**src/hw/rtl/i2c_ee_pkg.sv**
```systemverilog
// Shared types and constants for the I2C EEPROM block transfer master.
package i2c_ee_pkg;

  localparam int DATA_BYTES = 4;

  localparam logic [6:0] DEV_ADDR_RESET = 7'd80;

  localparam logic [1:0] CMD_TICK  = 2'd0;
  localparam logic [1:0] CMD_WRITE = 2'd1;
  localparam logic [1:0] CMD_READ  = 2'd2;

  localparam logic [4:0] PH_IDLE      = 5'd0;
  localparam logic [4:0] PH_START_HI  = 5'd1;
  localparam logic [4:0] PH_START_LO  = 5'd2;
  localparam logic [4:0] PH_TX_LOW    = 5'd3;
  localparam logic [4:0] PH_TX_HIGH   = 5'd4;
  localparam logic [4:0] PH_ACK_LOW   = 5'd5;
  localparam logic [4:0] PH_ACK_HIGH  = 5'd6;
  localparam logic [4:0] PH_RX_LOW    = 5'd7;
  localparam logic [4:0] PH_RX_HIGH   = 5'd8;
  localparam logic [4:0] PH_MACK_LOW  = 5'd9;
  localparam logic [4:0] PH_MACK_HIGH = 5'd10;
  localparam logic [4:0] PH_RS_LOW    = 5'd11;
  localparam logic [4:0] PH_STOP_LOW  = 5'd12;
  localparam logic [4:0] PH_STOP_HIGH = 5'd13;

  localparam logic [1:0] SEG_DEVW = 2'd0;
  localparam logic [1:0] SEG_WORD = 2'd1;
  localparam logic [1:0] SEG_DEVR = 2'd2;
  localparam logic [1:0] SEG_DATA = 2'd3;

  localparam logic [3:0] LAST_BYTE = 4'(DATA_BYTES);
  localparam logic [3:0] BITS_PER_BYTE = 4'd8;

  localparam int IN_TDATA_W  = 48;
  localparam int OUT_TDATA_W = 40;

  typedef struct packed {
    logic [1:0]  command;
    logic [7:0]  word_addr;
    logic [31:0] write_data;
    logic        sda_in;
  } ee_item_t;

  typedef struct packed {
    logic        scl_level;
    logic        sda_pull_low;
    logic        busy_res;
    logic        done_res;
    logic        success;
    logic [31:0] read_data;
  } ee_result_t;

endpackage

```
**src/hw/rtl/i2c_ee_fsm.sv**
```systemverilog
// Bus sequencer: transfer state registers and the per-tick next-state and line logic.
module i2c_ee_fsm
  import i2c_ee_pkg::*;
(
  input  logic       clk,
  input  logic       rst,
  input  logic       step,
  input  ee_item_t   item,
  input  logic [6:0] device_address,
  output ee_result_t result
);

  logic [4:0]  phase, phase_next;
  logic [3:0]  bit_count, bit_count_next;
  logic [2:0]  byte_count, byte_count_next;
  logic [7:0]  shift_byte, shift_byte_next;
  logic [31:0] data_buffer, data_buffer_next;
  logic [7:0]  address_latch, address_latch_next;
  logic [1:0]  mode, mode_next;
  logic        failed, failed_next;
  logic [1:0]  segment, segment_next;

  logic [3:0]  bit_inc;
  logic [3:0]  byte_inc;
  logic [7:0]  rx_byte;
  logic        more_bytes;

  always_comb begin
    phase_next         = phase;
    bit_count_next     = bit_count;
    byte_count_next    = byte_count;
    shift_byte_next    = shift_byte;
    data_buffer_next   = data_buffer;
    address_latch_next = address_latch;
    mode_next          = mode;
    failed_next        = failed;
    segment_next       = segment;
    bit_inc            = bit_count + 4'd1;
    byte_inc           = {1'b0, byte_count} + 4'd1;
    rx_byte            = {shift_byte[6:0], item.sda_in};

    case (phase)
      PH_IDLE: begin
        if (item.command == CMD_WRITE || item.command == CMD_READ) begin
          mode_next          = item.command;
          address_latch_next = item.word_addr;
          data_buffer_next   = (item.command == CMD_WRITE) ? item.write_data : 32'd0;
          failed_next        = 1'b0;
          byte_count_next    = 3'd0;
          segment_next       = SEG_DEVW;
          shift_byte_next    = {device_address, 1'b0};
          bit_count_next     = 4'd0;
          phase_next         = PH_START_LO;
        end
      end
      PH_START_HI: phase_next = PH_START_LO;
      PH_START_LO: begin
        bit_count_next = 4'd0;
        phase_next     = PH_TX_LOW;
      end
      PH_TX_LOW: phase_next = PH_TX_HIGH;
      PH_TX_HIGH: begin
        shift_byte_next = {shift_byte[6:0], 1'b0};
        bit_count_next  = bit_inc;
        phase_next      = (bit_inc >= BITS_PER_BYTE) ? PH_ACK_LOW : PH_TX_LOW;
      end
      PH_ACK_LOW: phase_next = PH_ACK_HIGH;
      PH_ACK_HIGH: begin
        if (item.sda_in && !(segment == SEG_WORD && mode == CMD_READ)) begin
          failed_next = 1'b1;
          phase_next  = PH_STOP_LOW;
        end else if (segment == SEG_DEVW) begin
          segment_next    = SEG_WORD;
          shift_byte_next = address_latch;
          bit_count_next  = 4'd0;
          phase_next      = PH_TX_LOW;
        end else if (segment == SEG_WORD) begin
          if (mode == CMD_READ) begin
            phase_next = PH_RS_LOW;
          end else begin
            segment_next     = SEG_DATA;
            byte_count_next  = 3'd0;
            shift_byte_next  = data_buffer[31:24];
            data_buffer_next = {data_buffer[23:0], 8'd0};
            bit_count_next   = 4'd0;
            phase_next       = PH_TX_LOW;
          end
        end else if (segment == SEG_DEVR) begin
          segment_next    = SEG_DATA;
          byte_count_next = 3'd0;
          bit_count_next  = 4'd0;
          shift_byte_next = 8'd0;
          phase_next      = PH_RX_LOW;
        end else begin
          if (byte_inc >= LAST_BYTE) begin
            phase_next = PH_STOP_LOW;
          end else begin
            byte_count_next  = byte_inc[2:0];
            shift_byte_next  = data_buffer[31:24];
            data_buffer_next = {data_buffer[23:0], 8'd0};
            bit_count_next   = 4'd0;
            phase_next       = PH_TX_LOW;
          end
        end
      end
      PH_RS_LOW: begin
        segment_next    = SEG_DEVR;
        shift_byte_next = {device_address, 1'b1};
        bit_count_next  = 4'd0;
        phase_next      = PH_START_HI;
      end
      PH_RX_LOW: phase_next = PH_RX_HIGH;
      PH_RX_HIGH: begin
        shift_byte_next = rx_byte;
        bit_count_next  = bit_inc;
        if (bit_inc >= BITS_PER_BYTE) begin
          data_buffer_next = {data_buffer[23:0], rx_byte};
          phase_next       = PH_MACK_LOW;
        end else begin
          phase_next = PH_RX_LOW;
        end
      end
      PH_MACK_LOW: phase_next = PH_MACK_HIGH;
      PH_MACK_HIGH: begin
        if (byte_inc >= LAST_BYTE) begin
          phase_next = PH_STOP_LOW;
        end else begin
          byte_count_next = byte_inc[2:0];
          bit_count_next  = 4'd0;
          shift_byte_next = 8'd0;
          phase_next      = PH_RX_LOW;
        end
      end
      PH_STOP_LOW:  phase_next = PH_STOP_HIGH;
      PH_STOP_HIGH: phase_next = PH_IDLE;
      default:      phase_next = PH_IDLE;
    endcase
  end

  always_comb begin
    more_bytes          = ({1'b0, byte_count_next} + 4'd1) < LAST_BYTE;
    result.scl_level    = 1'b1;
    result.sda_pull_low = 1'b0;
    result.busy_res     = (phase_next != PH_IDLE);
    result.done_res     = (phase == PH_STOP_HIGH);
    result.success      = (phase == PH_STOP_HIGH) && !failed;
    result.read_data    = (mode_next == CMD_READ) ? data_buffer_next : 32'd0;
    case (phase_next)
      PH_START_LO: result.sda_pull_low = 1'b1;
      PH_TX_LOW: begin
        result.scl_level    = 1'b0;
        result.sda_pull_low = !shift_byte_next[7];
      end
      PH_TX_HIGH: result.sda_pull_low = !shift_byte_next[7];
      PH_ACK_LOW, PH_RX_LOW, PH_RS_LOW: result.scl_level = 1'b0;
      PH_MACK_LOW: begin
        result.scl_level    = 1'b0;
        result.sda_pull_low = more_bytes;
      end
      PH_MACK_HIGH: result.sda_pull_low = more_bytes;
      PH_STOP_LOW: begin
        result.scl_level    = 1'b0;
        result.sda_pull_low = 1'b1;
      end
      PH_STOP_HIGH: result.sda_pull_low = 1'b1;
      default: ;
    endcase
  end

  always_ff @(posedge clk) begin
    if (rst) begin
      phase         <= PH_IDLE;
      bit_count     <= 4'd0;
      byte_count    <= 3'd0;
      shift_byte    <= 8'd0;
      data_buffer   <= 32'd0;
      address_latch <= 8'd0;
      mode          <= 2'd0;
      failed        <= 1'b0;
      segment       <= SEG_DEVW;
    end else if (step) begin
      phase         <= phase_next;
      bit_count     <= bit_count_next;
      byte_count    <= byte_count_next;
      shift_byte    <= shift_byte_next;
      data_buffer   <= data_buffer_next;
      address_latch <= address_latch_next;
      mode          <= mode_next;
      failed        <= failed_next;
      segment       <= segment_next;
    end
  end

endmodule

```
**src/hw/rtl/i2c_ee_out.sv**
```systemverilog
// Result register that holds one transaction on the master side until it is taken.
module i2c_ee_out
  import i2c_ee_pkg::*;
(
  input  logic       clk,
  input  logic       rst,
  input  logic       load,
  input  ee_result_t result,
  input  logic       m_tready,
  output logic       m_tvalid,
  output ee_result_t held,
  output logic       room
);

  assign room = !m_tvalid || m_tready;

  always_ff @(posedge clk) begin
    if (rst) begin
      m_tvalid <= 1'b0;
    end else if (room) begin
      m_tvalid <= load;
    end
  end

  always_ff @(posedge clk) begin
    if (load) begin
      held <= result;
    end
  end

endmodule

```
**src/hw/rtl/i2c_eeprom_block_transfer_top.sv**
```systemverilog
// Top level of the I2C EEPROM block transfer master with stream ports.
// Each accepted transaction yields its result in the next cycle; the sequencer step is
// a single registered pass. One transaction per cycle unless m_tready stalls the output.
// Reset: synchronous, clears the sequencer to idle and the result register to empty.
// Reset also sets device_address to 80.
module i2c_eeprom_block_transfer_top
  import i2c_ee_pkg::*;
(
  input  logic                   clk,
  input  logic                   rst,
  input  logic                   s_tvalid,
  output logic                   s_tready,
  input  logic [IN_TDATA_W-1:0]  s_tdata,  // word_addr[7:0], write_data[39:8], sda_in[40]
  input  logic [1:0]             s_tuser,  // command[1:0]
  output logic                   m_tvalid,
  input  logic                   m_tready,
  // scl_level[0], sda_pull_low[1], busy_res[2], done_res[3], success[4], read_data[36:5]
  output logic [OUT_TDATA_W-1:0] m_tdata,
  input  logic                   cfg_valid,
  output logic                   cfg_ready,
  input  logic [6:0]             cfg_data
);

  logic [6:0] dev_addr;
  logic       accept;
  logic       room;
  ee_item_t   item;
  ee_result_t result;
  ee_result_t held;

  assign cfg_ready = 1'b1;

  always_ff @(posedge clk) begin
    if (rst) begin
      dev_addr <= DEV_ADDR_RESET;
    end else if (cfg_valid && cfg_ready) begin
      dev_addr <= cfg_data;
    end
  end

  assign s_tready = room;
  assign accept   = s_tvalid && s_tready;

  assign item.command    = s_tuser;
  assign item.word_addr  = s_tdata[7:0];
  assign item.write_data = s_tdata[39:8];
  assign item.sda_in     = s_tdata[40];

  i2c_ee_fsm u_fsm (
    .clk            (clk),
    .rst            (rst),
    .step           (accept),
    .item           (item),
    .device_address (dev_addr),
    .result         (result)
  );

  i2c_ee_out u_out (
    .clk      (clk),
    .rst      (rst),
    .load     (accept),
    .result   (result),
    .m_tready (m_tready),
    .m_tvalid (m_tvalid),
    .held     (held),
    .room     (room)
  );

  assign m_tdata = {3'd0, held.read_data, held.success, held.done_res,
                    held.busy_res, held.sda_pull_low, held.scl_level};

endmodule

```
**config.mk**
```make
export PLATFORM = sky130hd
export DESIGN_NAME = i2c_eeprom_block_transfer_top
export DESIGN_NICKNAME = d
export VERILOG_FILES = /design/src/hw/rtl/i2c_ee_pkg.sv /design/src/hw/rtl/i2c_ee_fsm.sv /design/src/hw/rtl/i2c_ee_out.sv /design/src/hw/rtl/i2c_eeprom_block_transfer_top.sv
export SDC_FILE = /design/constraint.sdc
export NUM_CORES = 1
export LEC_CHECK = 0
export ABC_AREA = 0
export BUFFER_PORTS_ARGS = -buffer_cell sky130_fd_sc_hd__buf_4
export CORE_MARGIN = 4
export CORE_UTILIZATION = 60
export CTS_CLUSTER_SIZE = 10
export DETAILED_ROUTE_END_ITERATION = 10
export GPL_ROUTABILITY_DRIVEN = 0
export PLACE_DENSITY = 0.85
export SYNTH_ARGS = -nofsm -noshare
export SYNTH_HDL_FRONTEND = slang
export SYNTH_SLANG_ARGS = --single-unit
```
**constraint.sdc**
```tcl
create_clock -name clk -period 5.1 [get_ports clk]
set_input_delay 1.275 -clock clk [delete_from_list [all_inputs] [get_ports clk]]
set_output_delay 1.275 -clock clk [all_outputs]
set_load 0.03 [all_outputs]
```
==> flow_metrics.py <==
metrics = {
    "status": {
        "status": "completed",
    },
    "route": {
        "finalWirelength_um": 14920,
        "post_drt_via_cell_ratio": 6.664,
        "via_count": 5058,
        "routed_wire_length_per_instance_um": 19.65,
        "number_of_remaining_drc_errors": 0,
        "antenna_left": 0,
        "first_pass_iters": 7,
        "drtIter0Drc": 612,
    },
    "layout": {
        "num-fill-cells": 690,
        "n_antenna_cell": 0,
        "drive_above_1_share": 0.2089,
        "areaGrowthSynthToFinish_pct": 14.48,
        "design.final.nets": 711,
        "instances_no_fill": 759,
        "post-route-util": 0.7131,
    },
    "yosys": {
        "post_synth_inst_count": 589,
        "synth_top_flop_cell": "dfxtp_1",
        "ys_seq_elements": 110,
        "synth-warning-count": 0,
        "postSynthAreaPerCell_um2": 9.357,
        "sequential_cell_area_fraction_in_the_yosys_report": 0.4667,
        "mapped_area_um2": 5512,
        "postSynth.asyncResetShare": 0,
        "synth_enable_flop_cells": 37,
        "ys_types": 78,
    },
    "global_routing": {
        "via_count_of_the_first_global_routing_pass": 4668,
        "grt_start_max_net_pins": 45,
        "global_route.overflow_total": 0,
        "grtUsageTotal": 0.2672,
        "grt_pass1_wl_um": 23820,
        "antenna_found_initial": 0,
    },
    "sta": {
        "timing.final.crit_period_ns": 3.560,
        "max_slew.worst_pin.slew_ns": 1.144,
        "rsz0062_at_grt": "false",
        "achievable-frequency_mhz": 280.9,
        "setup_violations": 0,
        "maxSlewViolCount": 0,
        "fin_worst_hold_slack_ns": 0.4669,
        "max_slew_margin": 0.2375,
        "hold_viol_final": 0,
        "final_min_period_over_clock_period": 0.6980,
        "finalSetupTns_ns": 0,
        "finalClockSkew_ns": 0.01570,
    },
    "pwr": {
        "leakage_nw": 2.145,
        "power_per_cell_area_nw_per_um2": 290.9,
        "vdd_drop_max_uv": 157.3,
    },
    "clock_network": {
        "cts-resized-gates": 0,
        "cts_tree": "built",
        "post-cts-setup-buffer-count": 0,
        "hold_buffers": 0,
        "cts_made_buffers": 9,
        "ctsRootBufferMaster": "clkbuf_8",
        "cts.clk_slew.worst_paths_ns": 0.10,
        "cts-root-to-sink-buffers": 2,
        "worstSkewPairLatency_ns": 0.37,
        "htreeDepth": 3,
        "tritoncts_num_sinks": 110,
    },
    "placement": {
        "place_hpwl_um": 10250,
        "dp.cells": 743,
        "port-buffer-count": 93,
    },
    "worst_setup_path": {
        "timing.critical_path.cells": "nor3b_1 -> nand2_1 -> nor2_2 -> or2_1 -> a22oi_1 -> a21oi_1",
        "crit_required_ns": 5.29,
        "setup.worst_path.start_class": "register",
        "critPathCaptureType": "register",
        "cpPeakStageDelay_ns": 0.83,
        "slowest_stage": "dfxtp_1",
        "crit_fanout": 24,
        "cpLargestDelayFamily": "simple AND/OR/NAND/NOR gates",
        "arrival_ns": 3.75,
        "critical_path_buf_inv_count": 0,
        "setup.worst_path.class": "register to register",
    },
    "floorplan": {
        "std_cell_rows": 34,
        "effective_utilization_at_floorplan": 0.6229,
        "design.die.area_um2": 10780,
        "ios": 105,
        "core-area_um2": 8848,
        "die_x_um": 103.8,
        "die_height_um": 103.8,
    },
    "run": {
        "cap_viol_max_count": 0,
    },
    "worst_hold_path": {
        "timing.hold.worst.class": "register to register",
    },
}
worst min-delay path: cells and delay by family, from the launching register on:
family             cells  cell delay (ns)
AOI/OAI and AO/OA      1             0.05
DFF                    1             0.33
and+or+nand+nor        1             0.05
state kept, by name, indices dropped and copies added, names as in the netlist:
| name | cells |
|---|---|
| u_fsm.bit_count | 4 |
| u_fsm.byte_count | 3 |
| u_out.held | 37 |
| u_fsm.phase | 5 |
| u_fsm.mode | 2 |
| u_out.m_tvalid | 1 |
| u_fsm.address_latch | 8 |
| u_fsm.shift_byte | 8 |
| u_fsm.segment | 2 |
| u_fsm.failed | 1 |
| dev_addr | 7 |
| u_fsm.data_buffer | 32 |
logic make-up (layout without fill, tap and decap cells):
group           after synthesis  count (layout)  synth area share
other cells                   2               4          0.001363
xor+xnor                      4               4          0.007720
mux                           8               8           0.01498
compound gates              200             200            0.2665
flops                       110             110            0.4667
buf+inv                      63             123           0.05516
fa+ha+maj                     3               3          0.006811
simple gates                199             199            0.1807
final cells by class:
cell class                 instances  area, um2  share of cell area
tap                              108      135.1             0.02142
clock buffer                      10      127.6             0.02023
inverter                          10      37.54            0.005949
multi-input combinational        418       2646              0.4194
sequential                       110       2572              0.4077
timing repair buffer              97      728.2              0.1154
clock inverter                     6      62.56            0.009915
layout by cell type, fill, tap and decap left out, drive strengths merged, types with 4 or more instances in the layout:
cell type   n
edfxtp     37
a21oi      61
o2bb2ai    31
a211oi     15
a221oi      6
or3         5
a21boi      4
or2         6
nand4       9
o22ai       5
dfxtp      73
inv        13
nand3      17
nand2b      7
nor3        5
mux2i       6
buf        97
nand2      76
nor2b       9
nor3b       6
nor2       38
conb        4
clkbuf     10
or3b        4
a211o       4
o21ai       9
a22oi      34
worst paths after layout:
kind	endpoint	slack, ns	cells past startpoint	from
hold / removal	u_fsm.address_latch[2]	0.47	2	u_fsm.address_latch[2]
hold reg to reg	u_fsm.address_latch[2]	0.47	2	u_fsm.address_latch[2]
setup / recovery	u_out.held[29]	1.54	6	u_fsm.phase[3]
setup reg to reg	u_out.held[29]	1.54	6	u_fsm.phase[3]
routing by layer:
| layer | GRT usage | vias to the layer above | share of wire |
|---|---|---|---|
| li1 | - | 2315 | - |
| met5 | 0 | - | 0 |
| met1 | 0.3802 | 2370 | 0.41 |
| met3 | 0.04478 | 40 | 0.11 |
| met4 | 0.08737 | 0 | 0.018 |
| met2 | 0.4160 | 333 | 0.46 |
power breakdown:
| part | leakage (nW) | internal (mW) | switching, mW |
|---|---|---|---|
| sequential | 0.966 | 0.946 | 0.0413 |
| combinational | 1.08 | 0.126 | 0.215 |
| clock | 0.0961 | 0.191 | 0.317 |
| total | 2.14 | 1.26 | 0.573 |
Yosys cell counts (3+ instances only):
cell / number / area, um2
a2111oi_0: 3 / 26.28
a211o_1: 4 / 35.03
a211oi_1: 14 / 105.1
a21oi_1: 61 / 305.3
a221oi_1: 6 / 52.55
a22oi_1: 34 / 255.2
and2_1: 3 / 18.77
buf_1: 3 / 11.26
buf_2: 15 / 75.07
buf_4: 9 / 67.56
clkbuf_1: 24 / 90.09
dfxtp_1: 73 / 1461
edfxtp_1: 37 / 1111
ha_1: 3 / 37.54
inv_1: 9 / 33.78
mux2i_1: 6 / 60.06
nand2_1: 76 / 285.3
nand2b_1: 7 / 43.79
nand3_1: 17 / 85.08
nand4_1: 9 / 56.30
nand4b_1: 3 / 26.28
nor2_1: 37 / 138.9
nor2b_1: 9 / 56.30
nor3_1: 4 / 20.02
nor3b_1: 5 / 37.54
o2111ai_1: 3 / 26.28
o21ai_0: 8 / 40.04
o22ai_1: 4 / 25.02
o2bb2ai_1: 31 / 271.5
o31ai_1: 3 / 22.52
or3_1: 5 / 31.28
stage by stage:
step | power, mW | setup slack [ns] | area, um2
2_1_floorplan | 1.227 | 1.559 | 5519
3_3_place_gp | 1.330 | 1.542 | 6120
3_5_place_dp | 1.338 | 1.463 | 6120
4_1_cts | 1.833 | 1.703 | 6310
5_1_grt | 1.902 | 1.424 | 6310
6_report | 1.836 | 1.540 | 6310
Note: power is estimated with default switching activity, not from simulation.
